[config.mk]
export PLATFORM = sky130hd
export DESIGN_NAME = ftfw_ram
export DESIGN_NICKNAME = d
export VERILOG_FILES = /design/src/sv/ftfw_ram.sv
export SDC_FILE = /design/constraint.sdc
export NUM_CORES = 1
export LEC_CHECK = 0
export BUFFER_PORTS_ARGS = -buffer_cell sky130_fd_sc_hd__buf_2
export CAP_MARGIN = 20
export CORE_MARGIN = 4
export CORE_UTILIZATION = 50
export CTS_BUF_LIST = sky130_fd_sc_hd__clkbuf_16
export DETAILED_ROUTE_END_ITERATION = 7
export PLACE_DENSITY = 0.72
export SLEW_MARGIN = 20
export SYNTH_ARGS = -nofsm -noshare
export SYNTH_HDL_FRONTEND = slang
export SYNTH_SLANG_ARGS = --single-unit
[constraint.sdc]
create_clock -name i_clk -period 1.9 [get_ports i_clk]
set_input_delay 0.475 -clock i_clk [delete_from_list [all_inputs] [get_ports i_clk]]
set_output_delay 0.475 -clock i_clk [all_outputs]
set_load 0.02 [all_outputs]
[src/sv/ftfw_ram.sv]
// Generic single-port synchronous RAM with registered read data.
module ftfw_ram #(
    parameter int WIDTH = 8,
    parameter int DEPTH = 16
) (
    input  logic                     i_clk,
    input  logic                     i_we,
    input  logic                     i_re,
    input  logic [$clog2(DEPTH)-1:0] i_addr,
    input  logic [WIDTH-1:0]         i_wdata,
    output logic [WIDTH-1:0]         o_rdata
);

    logic [WIDTH-1:0] r_mem [DEPTH];
    logic [WIDTH-1:0] r_rdata;

    always_ff @(posedge i_clk) begin
        if (i_we) begin
            r_mem[i_addr] <= i_wdata;
        end
        if (i_re) begin
            r_rdata <= r_mem[i_addr];
        end
    end

    assign o_rdata = r_rdata;

endmodule

# [Word-level counts from Yosys, hierarchy flattened]
# Memory sizes are Yosys's and may differ from the RTL's. A register that Yosys moved wholly into a read port is not among the register bits.
# Index checks and enable logic that the tools add are counted.
# W data, S select, Z words.
[totals] reg_bits=0 inputBits=15 ramBits=128 memories=1
[classes] mux=2
[memory_table] memory="r_mem" words=16 width=8 rd=1 rd_ports_with_merged_regs=1 write_ports=1 line_no="14" source="logic [WIDTH-1:0] r_mem [DEPTH];"
[ops] op="$mux W1" count=2

# [Depth between registers and ports, before layout]
# Gate-level depths: netlist of the first run.
[depth] word_depth=2 mapped_depth=5 mapped_depth_nobuf=3

# [Least setup slack after synthesis of the first run]
# OpenSTA, ideal clock, no wires.
[synth_path] path_type="input to register" from="input i_addr[2]" to="memory r_mem[0][0] (enable)" setup_slack_ps=-68 n_path_buf=0 setup_ps=383 arrival_time_ps=1585 cell_stages=2 cell_sequence="or3b_2 nor3_1"
[synth_rtl] element="start: declaration" line_no="9" source="input logic [$clog2(DEPTH)-1:0] i_addr,"
[synth_rtl] element="end: declaration" line_no="14"
# No word-level cell before the write port.

==> flow_summary.toml, run 1 <==
[clock_network]
htree_num_levels = 4
cts_tree = "built"
hold_buffers = 0
cts_setup_buffers = 0
clk_pin_slew_ns = 0.06
cts_resized = 0
insertion_delay_ns = 0.41
cts_sinks = 136
clk_path_buf_depth = 2
cts-root-buf = "clkbuf_16"
numCtsBuffers = 17

[synthesis]
yosysWarnings = 0
synth_area_um2 = 5147
ys_ff_latch = 136
synth.net_count = 245
yosys-top-cells-area = "edfxtp_1, mux4_2, a22oi_1, nor2_1, nand2_1"
postSynthAreaPerCell_um2 = 22.38
synthTopCellsByCount = "edfxtp_1, mux4_2, a22oi_1"
yosysTopAreaCell = "edfxtp_1"
synth_top_flop_cell = "edfxtp_1"
ys_async_sr_fraction_pct = 0
yosysTopAreaCellShare_pct = 79.34
yosysSeqAreaShare_pct = 79.34
yosysUniqueCellTypes = 17
synth_edf_count = 136
postSynthCellCount = 230
synth_most_common_cell = "edfxtp_1"

[floorplanning]
rows = 36
core_um2 = 9910
die_h_um = 109.5
die_w_um = 109.5
io_pins = 23
die_area_um2 = 11980
initial_core_util_pct = 51.94

[pwr]
power_density_nw_per_um2 = 1161
p_leak_nw = 2.127
ir_drop_uv = 574.4

[sta]
whs_ns = 0.4481
max_slew_margin_pct = 51.76
slew_viol_final = 0
clock_skew_ns = 0.005061
fin_crit_sh_pct = 85.52
setup_violations = 0
worst_slew_pin_slew_ns = 0.7221
rsz0062_at_grt = "false"
hold_violations = 0
finalCriticalPeriod_ns = 1.625
maxClockFrequency_mhz = 615.4
final.setup.tns_ns = 0

[finish]
drive_gt1_share_pct = 38.82
antennaDiodeCount = 0
nets = 306
area_growth_pct = 22.39

[global_route]
grt.overflow.total = 0
grt_usage_pct = 19.28
busiest_layer = "met2"
use_met2_pct = 30.95
grt_pass1_vias = 2746
antenna_found_initial = 0
grt_max_degree = 26
grt_pass1_wl_mm = 16.09
grt_use_met3_pct = 5.226
met1_usage_pct = 25.43

[setup_path]
rrSetupSlack_ns = 0.39
critPathLaunchType = "input port"
cp.required_ns = 2.04
path_max_fanout = 15
worst_ep_arrival_time_ns = 1.77
path_class = "in -> reg"
worst_setup_path_end_kind = "register"

[place]
port_buffers = 22
hpwl_mm = 6.547
gp_congestion = 0.8383

[route]
ant_nets = 0
drc = 0
detail_route.wl_per_cell_um = 23.45
dr.first_iter.drc_count = 216
dr_total_vias = 2565
drt_pass1_iterations = 5
viasPerCell = 5.870
detail_route.wirelength_mm = 10.25

[outcome]
status = "finished, final reports clean"

[min_path]
hold_class = "in -> reg"

[job]
maxCapViolations = 0
==> flip-flops by register name, summed over array words and instances (netlist names) <==
register,cells
r_mem,128
o_rdata,8
==> through the flow <==
| step | area (µm²) | util [%] | instances | setup slack, ns | total power [mW] |
|---|---|---|---|---|---|
| 6_report | 6300 | 63.57 | 437 | 0.2750 | 7.312 |
| 3_3_place_gp | 5652 | 57.03 | 405 | -0.08666 | 3.800 |
| 3_5_place_dp | 5652 | 57.03 | 405 | -0.08609 | 3.814 |
| 2_1_floorplan | 5152 | - | 230 | -0.01311 | 3.649 |
| 5_1_grt | 6300 | 63.57 | 437 | 0.2605 | 7.539 |
| 4_1_cts | 6300 | 63.57 | 437 | 0.2951 | 7.355 |
==> per-layer routing <==
metal  share of wire [%]  up-vias
met5                   0        -
met4                 1.6        0
met3                 6.8       16
met2                  51      102
met1                  40     1350
li1                    -     1097
==> cell families (layout without fill, tap and decap cells) <==
family / count (synthesis) / count (layout) / share of synthesized area [%]
AOI/OAI and AO/OA: 16 / 16 / 2.334
muxes: 32 / 32 / 14.00
buffers and inverters: 11 / 85 / 1.167
DFF: 136 / 136 / 79.34
and+or+nand+nor: 35 / 35 / 3.160
==> report_power, final <==
group          leakage, nW  internal (mW)  switching [mW]  total [mW]
sequential            1.24           3.38          0.0193        3.40
clock                0.312           2.34            1.23        3.56
combinational        0.578          0.148           0.200       0.349
==> cells in the final DEF, fill, tap and decap left out, drive strengths merged <==
cell        n
edfxtp    136
buf        53
mux4       32
clkbuf     17
a22oi      16
nor2       13
nand2       9
bufinv      5
inv         4
nor3        4
clkinv      4
nor2b       2
nand3b      2
nand2b      2
clkinvlp    2
and2        1
nand3       1
or3b        1
==> final cells by class <==
type | count | area (µm²)
clock inverter | 15 | 222.7
fill | 656 | 3610
tap | 133 | 166.4
multi-input combinational | 83 | 1008
timing repair buffer | 53 | 392.9
clock buffer | 17 | 425.4
sequential | 136 | 4084
==> critical path, cell delays in order <==
cell and delay [ns]:
buf_2 0.17, buf_12 0.19, mux4_2 0.53, a22oi_1 0.28, nand2_1 0.12
==> final timing paths <==
kind	startpoint	endpoint	depth (start not counted)
worst max-delay path	i_addr[0]	o_rdata[4]$_DFFE_PP_	5
worst min-delay path	i_re	o_rdata[5]$_DFFE_PP_	1
worst max register to register	r_mem[3][4]$_DFFE_PP_	o_rdata[4]$_DFFE_PP_	3
worst min register to register	r_mem[12][5]$_DFFE_PP_	o_rdata[5]$_DFFE_PP_	3
Power figures use the tool's default switching activity.
==> inputs of run 2 (changes only) <==
--- a/config.mk
+++ b/config.mk
@@ -7,11 +7,13 @@
 export LEC_CHECK = 0
 export BUFFER_PORTS_ARGS = -buffer_cell sky130_fd_sc_hd__buf_2
 export CAP_MARGIN = 20
+export CELL_PAD_IN_SITES_DETAIL_PLACEMENT = 1
+export CELL_PAD_IN_SITES_GLOBAL_PLACEMENT = 1
 export CORE_MARGIN = 4
-export CORE_UTILIZATION = 50
+export CORE_UTILIZATION = 48
 export CTS_BUF_LIST = sky130_fd_sc_hd__clkbuf_16
 export DETAILED_ROUTE_END_ITERATION = 7
-export PLACE_DENSITY = 0.72
+export PLACE_DENSITY = 0.76
 export SLEW_MARGIN = 20
 export SYNTH_ARGS = -nofsm -noshare
 export SYNTH_HDL_FRONTEND = slang
==> run 2 against run 1 <==
  * Die area rose by 3.9%
  * Maximum frequency fell by 7.0%
  * Clock power fell by 14%
  * Via count fell by 2.6%
  * Core utilization fell by 3.7 points
  * Combinational power rose by 1%
==> flow_summary.toml, run 2 (synthesis gave the netlist of run 1 again) <==
[outcome]
status = "finished, final reports clean"

[setup_path]
critPathLaunchType = "input port"
r2r-start = "r_mem[0][3]$_DFFE_PP_"
crit_cells = 5
path_class = "in -> reg"
critPathSlowestCell = "mux4_2"
slowest_delay_ns = 0.52
worstPathCellList = "buf_2 -> buf_4 -> mux4_2 -> a22oi_1 -> nand2_1"
r2r_end = "o_rdata[3]$_DFFE_PP_"
rrSetupSlack_ns = 0.36
worst_ep_arrival_time_ns = 1.90
worstSetupEndpoint = "o_rdata[3]$_DFFE_PP_"
worstRegToRegCells = 3
crit_buf_inv = 2
critPathLaunch = "i_addr[0]"
path_max_fanout = 9
cp.required_ns = 2.05
worst_setup_path_end_kind = "register"
cpLargestDelayFamily = "multiplexers"

[clock_network]
clk_path_buf_depth = 2
cts_resized = 0
cts_setup_buffers = 0
insertion_delay_ns = 0.41
cts_tree = "built"
clk_pin_slew_ns = 0.06
cts-root-buf = "clkbuf_16"
htree_num_levels = 4
cts_sinks = 136
numCtsBuffers = 17
hold_buffers = 0

[sta]
finalCriticalPeriod_ns = 1.747
fin_ws_ns = 0.1526
whs_ns = 0.4481
clock_skew_ns = 0.008057
rsz0062_at_grt = "false"
setup_violations = 0
worst_slew_pin_slew_ns = 0.7504
maxClockFrequency_mhz = 572.3
hold_violations = 0
fin_crit_sh_pct = 91.97
slew_viol_final = 0
max_slew_margin_pct = 49.87

[place]
gp_congestion = 0.7494
post-place-ws_ns = -0.2756
hpwl_mm = 7.103
port_buffers = 22

[pwr]
finalPower_mw = 6.817
ir_drop_uv = 594.4
power_density_nw_per_um2 = 1098
p_leak_nw = 2.076

[job]
maxCapViolations = 0

[min_path]
hold_class = "in -> reg"
worstHoldStart = "i_wdata[2]"

[finish]
fillers = 896
antennaDiodeCount = 0
final_cell_mix = "edfxtp_1, mux4_2, buf_4"
area_growth_pct = 20.64
nets = 307
mostFrequentLayoutCell = "edfxtp_1"
largest_reg_flops = 128
top_register = "r_mem"
drive_gt1_share_pct = 38.49

[floorplanning]
die_w_um = 111.6
die_h_um = 111.6
initial_core_util_pct = 49.64
rows = 37
core_um2 = 10370
io_pins = 23
die_area_um2 = 12440

[route]
detail_route.wl_per_cell_um = 24.33
dr.first_iter.drc_count = 126
ant_nets = 0
viasPerCell = 5.677
drt_pass1_iterations = 4
drc = 0
dr_total_vias = 2498
detail_route.wirelength_mm = 10.71

[global_route]
grt_pass1_vias = 2705
antenna_found_initial = 0
grt_max_degree = 28
grt_pass1_wl_mm = 16.65
grt.overflow.total = 0
grt_usage_pct = 18.78
-- run 2: cell types whose count changed in the layout (fill, tap and decap cells not counted), moves of 2 or more --
cell	before	now
buf_4	27	29
bufinv_16	5	2
clkinv_2	2	4
clkinvlp_4	2	5
inv_6	4	1
-- run 2: layout make-up --
| class | count | area [µm²] | share of cell area (%) |
|---|---|---|---|
| flip-flops and latches | 136 | 4084 | 65.77 |
| multi-input cells | 83 | 1008 | 16.24 |
| clock buffers | 17 | 425.4 | 6.851 |
| repair buffers | 54 | 387.9 | 6.246 |
| well taps | 136 | 170.2 | 2.740 |
| clock inverters | 14 | 133.9 | 2.156 |
-- run 2: through the flow --
step	setup TNS [ns]	util, %	area (µm²)	instances
2_1_floorplan	-0.4727	-	5152	230
3_3_place_gp	-0.7130	54.49	5650	409
3_5_place_dp	-0.9978	54.49	5650	409
4_1_cts	0	59.88	6210	440
5_1_grt	0	59.88	6210	440
6_report	0	59.88	6210	440
-- run 2: worst min-delay path by stage --
stage	depth (start not counted)	end
after floorplan	0	r_mem[0][0]$_DFFE_PP_
final	1	r_mem[13][2]$_DFFE_PP_
after global routing	1	o_rdata[3]$_DFFE_PP_
after detailed placement	3	o_rdata[2]$_DFFE_PP_
after CTS	1	o_rdata[3]$_DFFE_PP_
after global placement	3	o_rdata[3]$_DFFE_PP_
-- run 2: metal layers --
layer / GRT usage, % / part of all wire, % / up-vias
li1: - / - / 1089
met1: 24.66 / 42 / 1327
met2: 30.64 / 53 / 67
met3: 4.728 / 4.2 / 15
met4: 7.137 / 1.5 / 0
met5: 0 / 0 / -
-- run 2: power by group --
group          internal, mW  leakage (nW)  switching [mW]
clock network          1.90         0.262            1.16
logic                 0.150         0.578           0.203
registers              3.38          1.24          0.0211
