--- src/sv/ftfw_pkg.sv ---
// Shared types and constants of the five-tuple firewall lookup block.
package ftfw_pkg;

    localparam int KEY_W    = 104;
    localparam int BUCKET_W = 10;
    localparam int CHUNK_W  = 8;

    localparam logic       OP_LOOKUP = 1'b0;
    localparam logic       OP_INSERT = 1'b1;
    localparam logic [7:0] PROTO_TCP = 8'd6;
    localparam logic [7:0] PROTO_UDP = 8'd17;

    typedef struct packed {
        logic        operation;
        logic [31:0] ip_dst;
        logic [31:0] ip_src;
        logic [15:0] l4_dst;
        logic [15:0] l4_src;
        logic [7:0]  proto;
        logic        rule_action;
    } t_req;

    typedef struct packed {
        logic                verdict;
        logic                hit;
        logic [BUCKET_W-1:0] bucket;
    } t_rsp;

    typedef struct packed {
        logic        valid;
        logic [63:0] addrs;
        logic [39:0] ports_proto;
        logic        action;
    } t_entry;

endpackage

--- src/sv/ftfw_mod_unit.sv ---
// Key-modulo-prime unit: weighted byte sum, then a reciprocal-multiply reduction.
module ftfw_mod_unit #(
    parameter int TABLE_PRIME = 1021
) (
    input  logic                             i_clk,
    input  logic                             i_rst_n,
    input  logic                             i_start,
    input  logic [ftfw_pkg::KEY_W-1:0]       i_key,
    output logic                             o_done,
    output logic [$clog2(TABLE_PRIME)-1:0]   o_rem
);
    import ftfw_pkg::*;

    localparam int R_W    = $clog2(TABLE_PRIME);
    localparam int NCHUNK = KEY_W / CHUNK_W;
    localparam int NLO    = (NCHUNK + 1) / 2;
    localparam int SUM_W  = R_W + CHUNK_W + $clog2(NCHUNK);
    localparam int M_W    = SUM_W - R_W + 1;
    localparam int PROD_W = SUM_W + M_W;
    localparam longint unsigned RECIP = (64'd1 << SUM_W) / TABLE_PRIME;
    localparam logic [PROD_W-1:0] RECIP_X = PROD_W'(RECIP);
    localparam logic [R_W:0]      PRIME_X = (R_W+1)'(TABLE_PRIME);

    // Weight of key byte j: 2^(8j) mod prime.
    function automatic longint unsigned chunk_weight(input int j);
        longint unsigned c;
        c = 64'd1;
        for (int k = 0; k < j; k++) begin
            c = (c << CHUNK_W) % TABLE_PRIME;
        end
        return c;
    endfunction

    logic [4:0]        r_vld;
    logic [KEY_W-1:0]  r_key;
    logic [SUM_W-1:0]  r_lo;
    logic [SUM_W-1:0]  r_hi;
    logic [SUM_W-1:0]  r_sum;
    logic [M_W-1:0]    r_q;
    logic [R_W-1:0]    r_rem;
    logic [SUM_W-1:0]  n_lo;
    logic [SUM_W-1:0]  n_hi;
    logic [R_W-1:0]    n_rem;
    logic [SUM_W-1:0]  w_term [NCHUNK];
    logic [PROD_W-1:0] w_prod;
    logic [R_W:0]      w_qp;
    logic [R_W:0]      w_diff;

    // Each byte times its constant weight; the sum is congruent to the key.
    for (genvar g = 0; g < NCHUNK; g++) begin : g_term
        localparam logic [SUM_W-1:0] WEIGHT = SUM_W'(chunk_weight(g));
        assign w_term[g] = SUM_W'(r_key[g*CHUNK_W +: CHUNK_W]) * WEIGHT;
    end

    always_comb begin
        n_lo = '0;
        n_hi = '0;
        for (int k = 0; k < NLO; k++) begin
            n_lo = n_lo + w_term[k];
        end
        for (int k = NLO; k < NCHUNK; k++) begin
            n_hi = n_hi + w_term[k];
        end
    end

    // Quotient estimate is exact or one short, so one subtract finishes.
    assign w_prod = PROD_W'(r_sum) * RECIP_X;
    assign w_qp   = (R_W+1)'(r_q) * PRIME_X;
    assign w_diff = r_sum[R_W:0] - w_qp;

    always_comb begin
        n_rem = w_diff[R_W-1:0];
        if (w_diff >= PRIME_X) begin
            n_rem = R_W'(w_diff - PRIME_X);
        end
    end

    always_ff @(posedge i_clk) begin
        if (!i_rst_n) begin
            r_vld <= '0;
        end else begin
            r_vld <= {r_vld[3:0], i_start};
        end
    end

    always_ff @(posedge i_clk) begin
        if (i_start) begin
            r_key <= i_key;
        end
        if (r_vld[0]) begin
            r_lo <= n_lo;
            r_hi <= n_hi;
        end
        if (r_vld[1]) begin
            r_sum <= r_lo + r_hi;
        end
        if (r_vld[2]) begin
            r_q <= w_prod[SUM_W +: M_W];
        end
        if (r_vld[3]) begin
            r_rem <= n_rem;
        end
    end

    assign o_done = r_vld[4];
    assign o_rem  = r_rem;

endmodule

--- config.mk ---
export PLATFORM = sky130hd
export DESIGN_NAME = ftfw_mod_unit
export DESIGN_NICKNAME = d
export VERILOG_FILES = /design/src/sv/ftfw_pkg.sv /design/src/sv/ftfw_mod_unit.sv
export SDC_FILE = /design/constraint.sdc
export NUM_CORES = 1
export LEC_CHECK = 0
export BUFFER_PORTS_ARGS = -buffer_cell sky130_fd_sc_hd__buf_2
export CORE_MARGIN = 1.5
export CORE_UTILIZATION = 50
export DETAILED_ROUTE_END_ITERATION = 6
export GPL_ROUTABILITY_DRIVEN = 0
export PLACE_DENSITY = 0.77
export SLEW_MARGIN = 10
export SYNTH_ARGS = -nofsm -noshare
export SYNTH_HDL_FRONTEND = slang
export SYNTH_SLANG_ARGS = --single-unit
--- constraint.sdc ---
create_clock -name i_clk -period 8.11 [get_ports i_clk]
set_input_delay 0.811 -clock i_clk [delete_from_list [all_inputs] [get_ports i_clk]]
set_output_delay 0.811 -clock i_clk [all_outputs]
set_load 0.05 [all_outputs]
======== Yosys cells after proc, flatten, opt, wreduce, memory -nomap -nowiden ========
Cells that the tools add are included.
cells by class
  $add $sub $neg .......................... 14
  $mul .................................... 13
  $lt $le $gt $ge ......................... 1
  multiplexer cells ....................... 1
operator list
  operator                                                                 number
  8-bit by 7-bit multiplier with 15-bit output, second input constant      3
  20-bit by 15-bit adder with 21-bit output                                2
  8-bit by 9-bit multiplier with 17-bit output, second input constant      2
  8-bit by 8-bit multiplier with 16-bit output, second input constant      2
  22-bit by 11-bit multiplier with 31-bit output, second input constant    1
  21-bit by 17-bit adder with 22-bit output                                1
  21-bit by 18-bit adder with 22-bit output                                1
  22-bit adder                                                             1
  19-bit by 15-bit adder with 20-bit output                                1
  19-bit by 17-bit adder with 20-bit output                                1
  18-bit by 16-bit adder with 19-bit output                                1
  18-bit by 18-bit adder with 19-bit output                                1
  16-bit by 17-bit adder with 18-bit output                                1
  17-bit by 16-bit adder with 18-bit output                                1
  8-bit by 10-bit multiplier with 18-bit output, second input constant     1
  8-bit by 16-bit adder with 17-bit output                                 1
  8-bit by 5-bit multiplier with 13-bit output, second input constant      1
  8-bit by 4-bit multiplier with 12-bit output, second input constant      1
  11-bit by 10-bit >= comparator with 1-bit output, second input constant  1
  11-bit by 10-bit multiplier with 11-bit output, second input constant    1
  11-bit subtractor                                                        1
  8-bit by 2-bit multiplier with 10-bit output, second input constant      1
  10-bit two-way mux                                                       1
  10-bit subtractor, second input constant                                 1
storage, ports and cells
  register bits ........................... 196
  input bits .............................. 107
  logic and storage cells ................. 36

======== Longest topological paths before layout ========
Gate-level depths: netlist (run 1).
  depth in word-level cells ............... 6
  gate-level depth with buffers ........... 29
  mapped depth without buffers ............ 29

======== Worst setup path after synthesis (run 1) ========
Ideal clock, no wire load.
  path type ............................... flip-flop to flip-flop
  from .................................... reg r_key[52]
  to ...................................... reg r_lo[17], data pin
  library setup time ...................... 0.260 ns
  arrival ................................. 6.572 ns
  required time ........................... 7.850 ns
  path slack .............................. 1.278 ns
  cell stages (with the launch flop) ...... 27
  cells stage by stage .................... edfxtp_1 inv_1 fa_1 inv_1 ha_1 inv_1 fa_1 fa_1 inv_1 ha_1 a21oi_1 o21bai_1 a21oi_1 xnor2_1 ha_1 ha_1 fa_1 fa_1 inv_1 fa_1 inv_1 ha_1 and3_1 a211o_1 a21o_1 a31oi_1 xnor2_1
between the ends
  cells in the longest elaborated chain, start to end .. 2
ends and longest elaborated chain
  what                                          line                 source
  start: declaration                            ftfw_mod_unit.sv:35  logic [KEY_W-1:0] r_key;
  start signal: assignment                      ftfw_mod_unit.sv:88  r_key <= i_key;
  8-bit by 7-bit multiplier with 15-bit output  ftfw_mod_unit.sv:52  assign w_term[g] = SUM_W'(r_key[g*CHUNK_W +: CHUNK_W]) * WEIGHT;
  21-bit by 17-bit adder with 22-bit output     ftfw_mod_unit.sv:59  n_lo = n_lo + w_term[k];
  named net n_lo[17]                            ftfw_mod_unit.sv:41  logic [SUM_W-1:0] n_lo;
  end signal: assignment                        ftfw_mod_unit.sv:91  r_lo <= n_lo;
  end: declaration                              ftfw_mod_unit.sv:36  logic [SUM_W-1:0] r_lo;
The timed path passes the listed nets, and every way through them passes these cells.
A chain may end at the register's enable or synchronous reset.

======== Worst setup path in the final report (run 1) ========
  from .................................... reg r_key[32]
  to ...................................... reg r_lo[18], data pin
between the ends
  cells in the longest elaborated chain, start to end .. 4
ends and longest elaborated chain
  what                                          line
  8-bit by 5-bit multiplier with 13-bit output  ftfw_mod_unit.sv:52
  19-bit by 15-bit adder with 20-bit output     ftfw_mod_unit.sv:59
  20-bit by 15-bit adder with 21-bit output     ftfw_mod_unit.sv:59
  21-bit by 17-bit adder with 22-bit output     ftfw_mod_unit.sv:59
  named net n_lo[18]                            ftfw_mod_unit.sv:41
The timed path passes the listed nets, and every way through them passes these cells.

==> results.json, run 1 <==
{
  "max_freq_mhz": 138,
  "syn_inst": 2114,
  "reg2reg_slack_ns": 0.86,
  "maxSlewViolCount": 0,
  "finalSetupViolations": 0,
  "die-area_mm2": 0.0488,
  "cp.arrival_ns": 7.46,
  "synth_cell_type_count": 60,
  "clkTransAtPathRegs_ns": 0.08,
  "grt_first_pass_wirelength_um": 78700,
  "grt_overflow": 0,
  "syn_nets": 3007,
  "min_path_cells": 1,
  "synth-async-reset-ratio_pct": 0,
  "seq_area_frac_synth_pct": 24.2,
  "cts_setup_buffers": 0,
  "wl_per_cell_um": 16.3,
  "rr_worst_depth": 21,
  "whs_ns": 0.492,
  "status": "finished, violations left",
  "io_pins": 118,
  "grt_max_degree": 58,
  "timing.rr.start": "r_key[32]",
  "num_vias": 14917,
  "avgSynthCellArea_um2": 11.2,
  "slew_headroom_pct": 26.1,
  "drc": 3,
  "clk_latency_ns": 0.49,
  "yosysTopAreaCell": "fa_1",
  "period_share_pct": 89.4,
  "root_buffer": "clkbuf_16",
  "viasPerCell": 5.20,
  "synth_common_cells": "591 x inv_1, 464 x ha_1, 322 x fa_1",
  "yosys-top-cells-area": "fa_1 27%, ha_1 24%, edfxtp_1 24%",
  "netlist_area_mm2": 0.0237,
  "final_cells": 2869,
  "num_rows": 79,
  "fin_skew_ns": 0.0136,
  "grtUsageMet2_pct": 36.2,
  "cts.htree.levels": 4,
  "dp_hpwl_um": 40200,
  "port_buffers": 117,
  "fin_nets": 3143,
  "cts_sinks": 193,
  "globalRouteMet3Util_pct": 3.39,
  "dieWidth_um": 221,
  "ys_seq_elements": 193,
  "dpl-instance-area_mm2": 0.0251,
  "cp_common_cell": "fa_1",
  "cts_buffers": 17,
  "setup_tns_ns": 0,
  "synth_edf_count": 188,
  "crit_type": "register to register",
  "crit_slowest_cell": "a311oi_1",
  "grt_util_met1_pct": 25.5,
  "min_from": "i_key[54]",
  "synth_ff_type": "edfxtp_1",
  "drtPass1Iterations": 7,
  "cp-start-kind": "register",
  "path_max_fanout": 3,
  "critPathRequiredTime_ns": 8.32,
  "place_inst": 2838,
  "fin_area_mm2": 0.0257,
  "grt_busiest_layer": "met2",
  "cts_buffer_depth": 2,
  "r2r_end": "r_lo[18]",
  "wirelength_um": 46700,
  "fin_crit_ns": 7.25,
  "netlist.area_leader.share_pct": 27.2,
  "track_usage_pct": 20.6,
  "area_growth_pct": 8.21,
  "route.antenna.remaining_nets": 0,
  "yosysWarnings": 0,
  "grt_pass1_vias": 16414,
  "synth_most_common_cell": "inv_1",
  "fp.coreArea_mm2": 0.0467,
  "cts_hold_buf": 0,
  "crit_path_max_incr_delay_ns": 0.62,
  "finalHoldViolCount": 0,
  "endpoint_kind": "register",
  "min_to": "r_key[54]",
  "maxCapViolations": 0,
  "fillers": 3876,
  "worst_pin_slew_ns": 1.11,
  "worstPathCellList": "ha_1 -> ha_1 -> fa_1 -> ha_1 -> nor2b_1 -> o21ai_0 -> a21boi_0 -> o21ai_0 -> a21boi_0 -> o21ai_0 -> nand2b_1 -> a311oi_1 -> fa_1 -> fa_1 -> fa_1 -> fa_1 -> inv_1 -> ha_1 -> or3_1 -> o31ai_1 -> o211ai_1",
  "ctsResizeCount": 0,
  "die_h_um": 221,
  "drt_iter0_drc": 676,
  "antenna_found_initial": 1,
  "rsz0062_at_grt": "false",
  "failed_checks": "DRC",
  "crit_path_start": "r_key[32]",
  "diodes": 0,
  "hp-class": "primary input to register",
  "initial_core_util_pct": 50.9,
  "layout-drive-gt1-share_pct": 7.12,
  "cts_tree": "done"
}
[cell type report]
cell class	count	area (um^2)	share of cell area (%)
Timing Repair Buffer	118	596	2.32
Clock inverter	14	178	0.692
Sequential cell	193	5750	22.4
Multi-Input combinational cell	1329	15800	61.4
Clock buffer	17	425	1.66
Tap cell	607	759	2.96
Inverter	591	2220	8.64
[stage by stage]
stage | util [%] | worst slack, ns
2_1_floorplan | - | 1.28
3_3_place_gp | 53.7 | 1.03
3_5_place_dp | 53.7 | 0.914
4_1_cts | 55.0 | 0.886
5_1_grt | 55.0 | 0.435
6_report | 55.0 | 0.861
[logic make-up after synthesis]
group	count (synthesis)	synth area share [%]
AO/OA/AOI/OAI	213	5.84
XOR/XNOR	110	4.06
adder cells (fa/ha/maj)	786	51.6
buffers and inverters	592	9.40
flip-flops	193	24.2
multiplexers	3	0.127
AND/OR/NAND/NOR	217	4.74
[state kept, by name, indices dropped and copies added (netlist names)]
| register | flops |
|---|---|
| r_key | 104 |
| r_sum | 22 |
| r_hi | 21 |
| r_lo | 20 |
| r_q | 11 |
| o_rem | 10 |
| r_vld | 5 |
[cells in the final DEF (no fill, tap or decap), types with 4 or more instances in the layout]
master / instances
inv_1: 591
ha_1: 464
fa_1: 322
edfxtp_1: 188
buf_2: 116
xnor2_1: 76
a21oi_1: 66
nor2_1: 53
nand2_1: 38
o21ai_0: 37
xor2_1: 34
a21o_1: 29
nor3_1: 25
nand3_1: 19
nor2b_1: 18
clkbuf_16: 17
o21a_1: 12
o21bai_1: 11
nand2b_1: 10
or2_2: 9
o211ai_1: 8
or3_1: 7
a211oi_1: 7
nand4_1: 6
o31ai_1: 6
and2_1: 6
nand3b_1: 5
a31oi_1: 4
a21boi_0: 4
nor4b_1: 4
dfxtp_1: 4
[worst max path at each step]
stage          endpoint  slack, ns  cells past startpoint
2_1_floorplan  r_lo[17]       1.28                     26
3_3_place_gp   r_lo[17]       1.03                     26
3_5_place_dp   r_hi[19]       0.91                     19
4_1_cts        r_hi[19]       0.89                     19
5_1_grt        r_lo[18]       0.43                     22
6_report       r_lo[18]       0.86                     21
[worst max-delay path: cells and delay by family (launching register included)]
| family | cells | cell delay [ns] |
|---|---|---|
| fa+ha+maj | 9 | 3.67 |
| compound gates | 8 | 2.17 |
| simple gates | 3 | 0.65 |
| flops | 1 | 0.42 |
| buf+inv | 1 | 0.04 |
[routing by layer]
metal  share of wire (%)  up-vias  wire, um
li1                    -     7087         -
met1                  43     7453     20100
met2                  50      298     23300
met3                 4.0       77      1880
met4                 3.1        2      1420
met5               0.032        -        15
Power of run 1 is not shown: default switching activity piles up to over one toggle a cycle in this logic, so the estimate is an artifact.
==> run 2, diff against run 1 <==
clock period = 8.5 ns   (was 8.11 ns; I/O delays follow)
==> run 2 against run 1 <==
Compared with the run above:
- the flow now finishes without violations
- wire length increased by 0.15%
- critical path depth increased by 1
- cell area about the same
- non-clock buffer count unchanged
- via count decreased by 0.86%
- die area unchanged
- clock skew decreased by 0.0035 ns
- cell count about the same
- register-to-register slack improved by 0.40 ns
==> results.json, run 2 (same netlist as run 1, synthesis figures left out) <==
{
  "cts_tree": "done",
  "critPathRequiredTime_ns": 8.84,
  "largest-register": "r_key",
  "rsz0062_at_grt": "false",
  "wirelength_um": 46700,
  "crit_path_max_incr_delay_ns": 0.62,
  "viasPerCell": 5.15,
  "route.antenna.remaining_nets": 0,
  "antenna_found_initial": 0,
  "final_cell_mix": "591 x inv_1, 464 x ha_1, 322 x fa_1",
  "period_share_pct": 85.2,
  "area_growth_pct": 8.17,
  "drc": 0,
  "wl_per_cell_um": 16.3,
  "final_common_cell": "inv_1",
  "layout-drive-gt1-share_pct": 7.20,
  "worst_pin_slew_ns": 1.08,
  "largestRegisters": "r_key: 104 flops, r_sum: 22 flops, r_hi: 21 flops",
  "fin_skew_ns": 0.0101,
  "timing.rr.start": "r_key[32]",
  "track_usage_pct": 20.6,
  "dp_hpwl_um": 40000,
  "cp_common_cell": "fa_1",
  "drt_iter0_drc": 783,
  "slew_headroom_pct": 28.0,
  "grt_pass1_vias": 16399,
  "crit_slowest_cell": "a311oi_1",
  "path_max_fanout": 3,
  "fp.coreArea_mm2": 0.0467,
  "clkTransAtPathRegs_ns": 0.08,
  "endpoint": "r_lo[18]",
  "cts.htree.levels": 4,
  "grt_first_pass_wirelength_um": 79100,
  "fin_nets": 3143,
  "r2r_end": "r_lo[18]",
  "drtPass1Iterations": 7,
  "endpoint_kind": "register",
  "cts_setup_buffers": 0,
  "root_buffer": "clkbuf_16",
  "clk_latency_ns": 0.50,
  "dieWidth_um": 221,
  "rr_worst_depth": 22,
  "finalHoldViolCount": 0,
  "cts_buffers": 17,
  "initial_core_util_pct": 50.9,
  "cp.arrival_ns": 7.58,
  "hp-class": "primary input to register",
  "grt_overflow": 0,
  "status": "complete, no violations",
  "cp_top_family": "adder cells",
  "maxCapViolations": 0,
  "cp-start-kind": "register",
  "die_h_um": 221,
  "port_buffers": 117,
  "diodes": 0,
  "num_rows": 79,
  "cts_sinks": 193,
  "finalSetupViolations": 0,
  "ctsResizeCount": 0,
  "reg2reg_slack_ns": 1.26,
  "cp_num_cells": 22,
  "num_vias": 14788,
  "io_pins": 118,
  "grt_max_degree": 58,
  "die-area_mm2": 0.0488,
  "setup_tns_ns": 0,
  "largest_register_ffs": 104,
  "crit_type": "register to register",
  "crit_buf_inv": 1,
  "crit_path_start": "r_key[32]",
  "cts_buffer_depth": 2,
  "cts_hold_buf": 0,
  "maxSlewViolCount": 0,
  "worstPathCellList": "ha_1 -> ha_1 -> fa_1 -> ha_1 -> nor2b_1 -> o21ai_0 -> a21boi_0 -> o21ai_0 -> a21boi_0 -> o21ai_0 -> nand2b_1 -> a311oi_1 -> fa_1 -> fa_1 -> fa_1 -> fa_1 -> inv_1 -> ha_1 -> or3_1 -> o31ai_1 -> nand4b_1 -> o211ai_1",
  "max_freq_mhz": 138,
  "fin_crit_ns": 7.24
}
[run 2: how the worst min path moves through the flow]
| stage | endpoint | slack [ns] | cells after the start | startpoint |
|---|---|---|---|---|
| after detailed placement | r_sum[0] | 0.56 | 1 | r_lo[0] |
| after global placement | r_sum[0] | 0.56 | 1 | r_lo[0] |
| final | r_key[44] | 0.52 | 1 | i_key[44] |
| after floorplan | r_sum[0] | 0.51 | 1 | r_hi[0] |
| after CTS | r_key[44] | 0.48 | 1 | i_key[44] |
| after global routing | r_key[19] | 0.49 | 1 | i_key[19] |
[run 2: per-layer routing]
metal | track usage (%) | vias up | share of wire, %
li1 | - | 7097 | -
met1 | 25.6 | 7336 | 43
met2 | 36.4 | 287 | 50
met3 | 3.81 | 68 | 4.2
met4 | 6.76 | 0 | 2.5
met5 | 0 | - | 0
[run 2: layout make-up]
class	instances	area, um^2
Fill cell	3869	21000
Multi-Input combinational cell	1329	15800
Sequential cell	193	5750
Inverter	591	2220
Tap cell	607	759
Timing Repair Buffer	118	596
Clock buffer	17	425
Clock inverter	15	168
[run 2: stage by stage]
stage	utilization, %	hold WS (ns)	std cells	area (um^2)	setup WS [ns]
final	55.0	0.520	2870	25700	1.26
after floorplan	-	0.513	2114	23700	1.67
after CTS	55.0	0.484	2870	25700	1.28
after global placement	53.7	0.555	2838	25100	1.42
after detailed placement	53.7	0.560	2838	25100	1.30
after global routing	55.0	0.489	2870	25700	0.796
Power of run 2 is left out for the same reason.
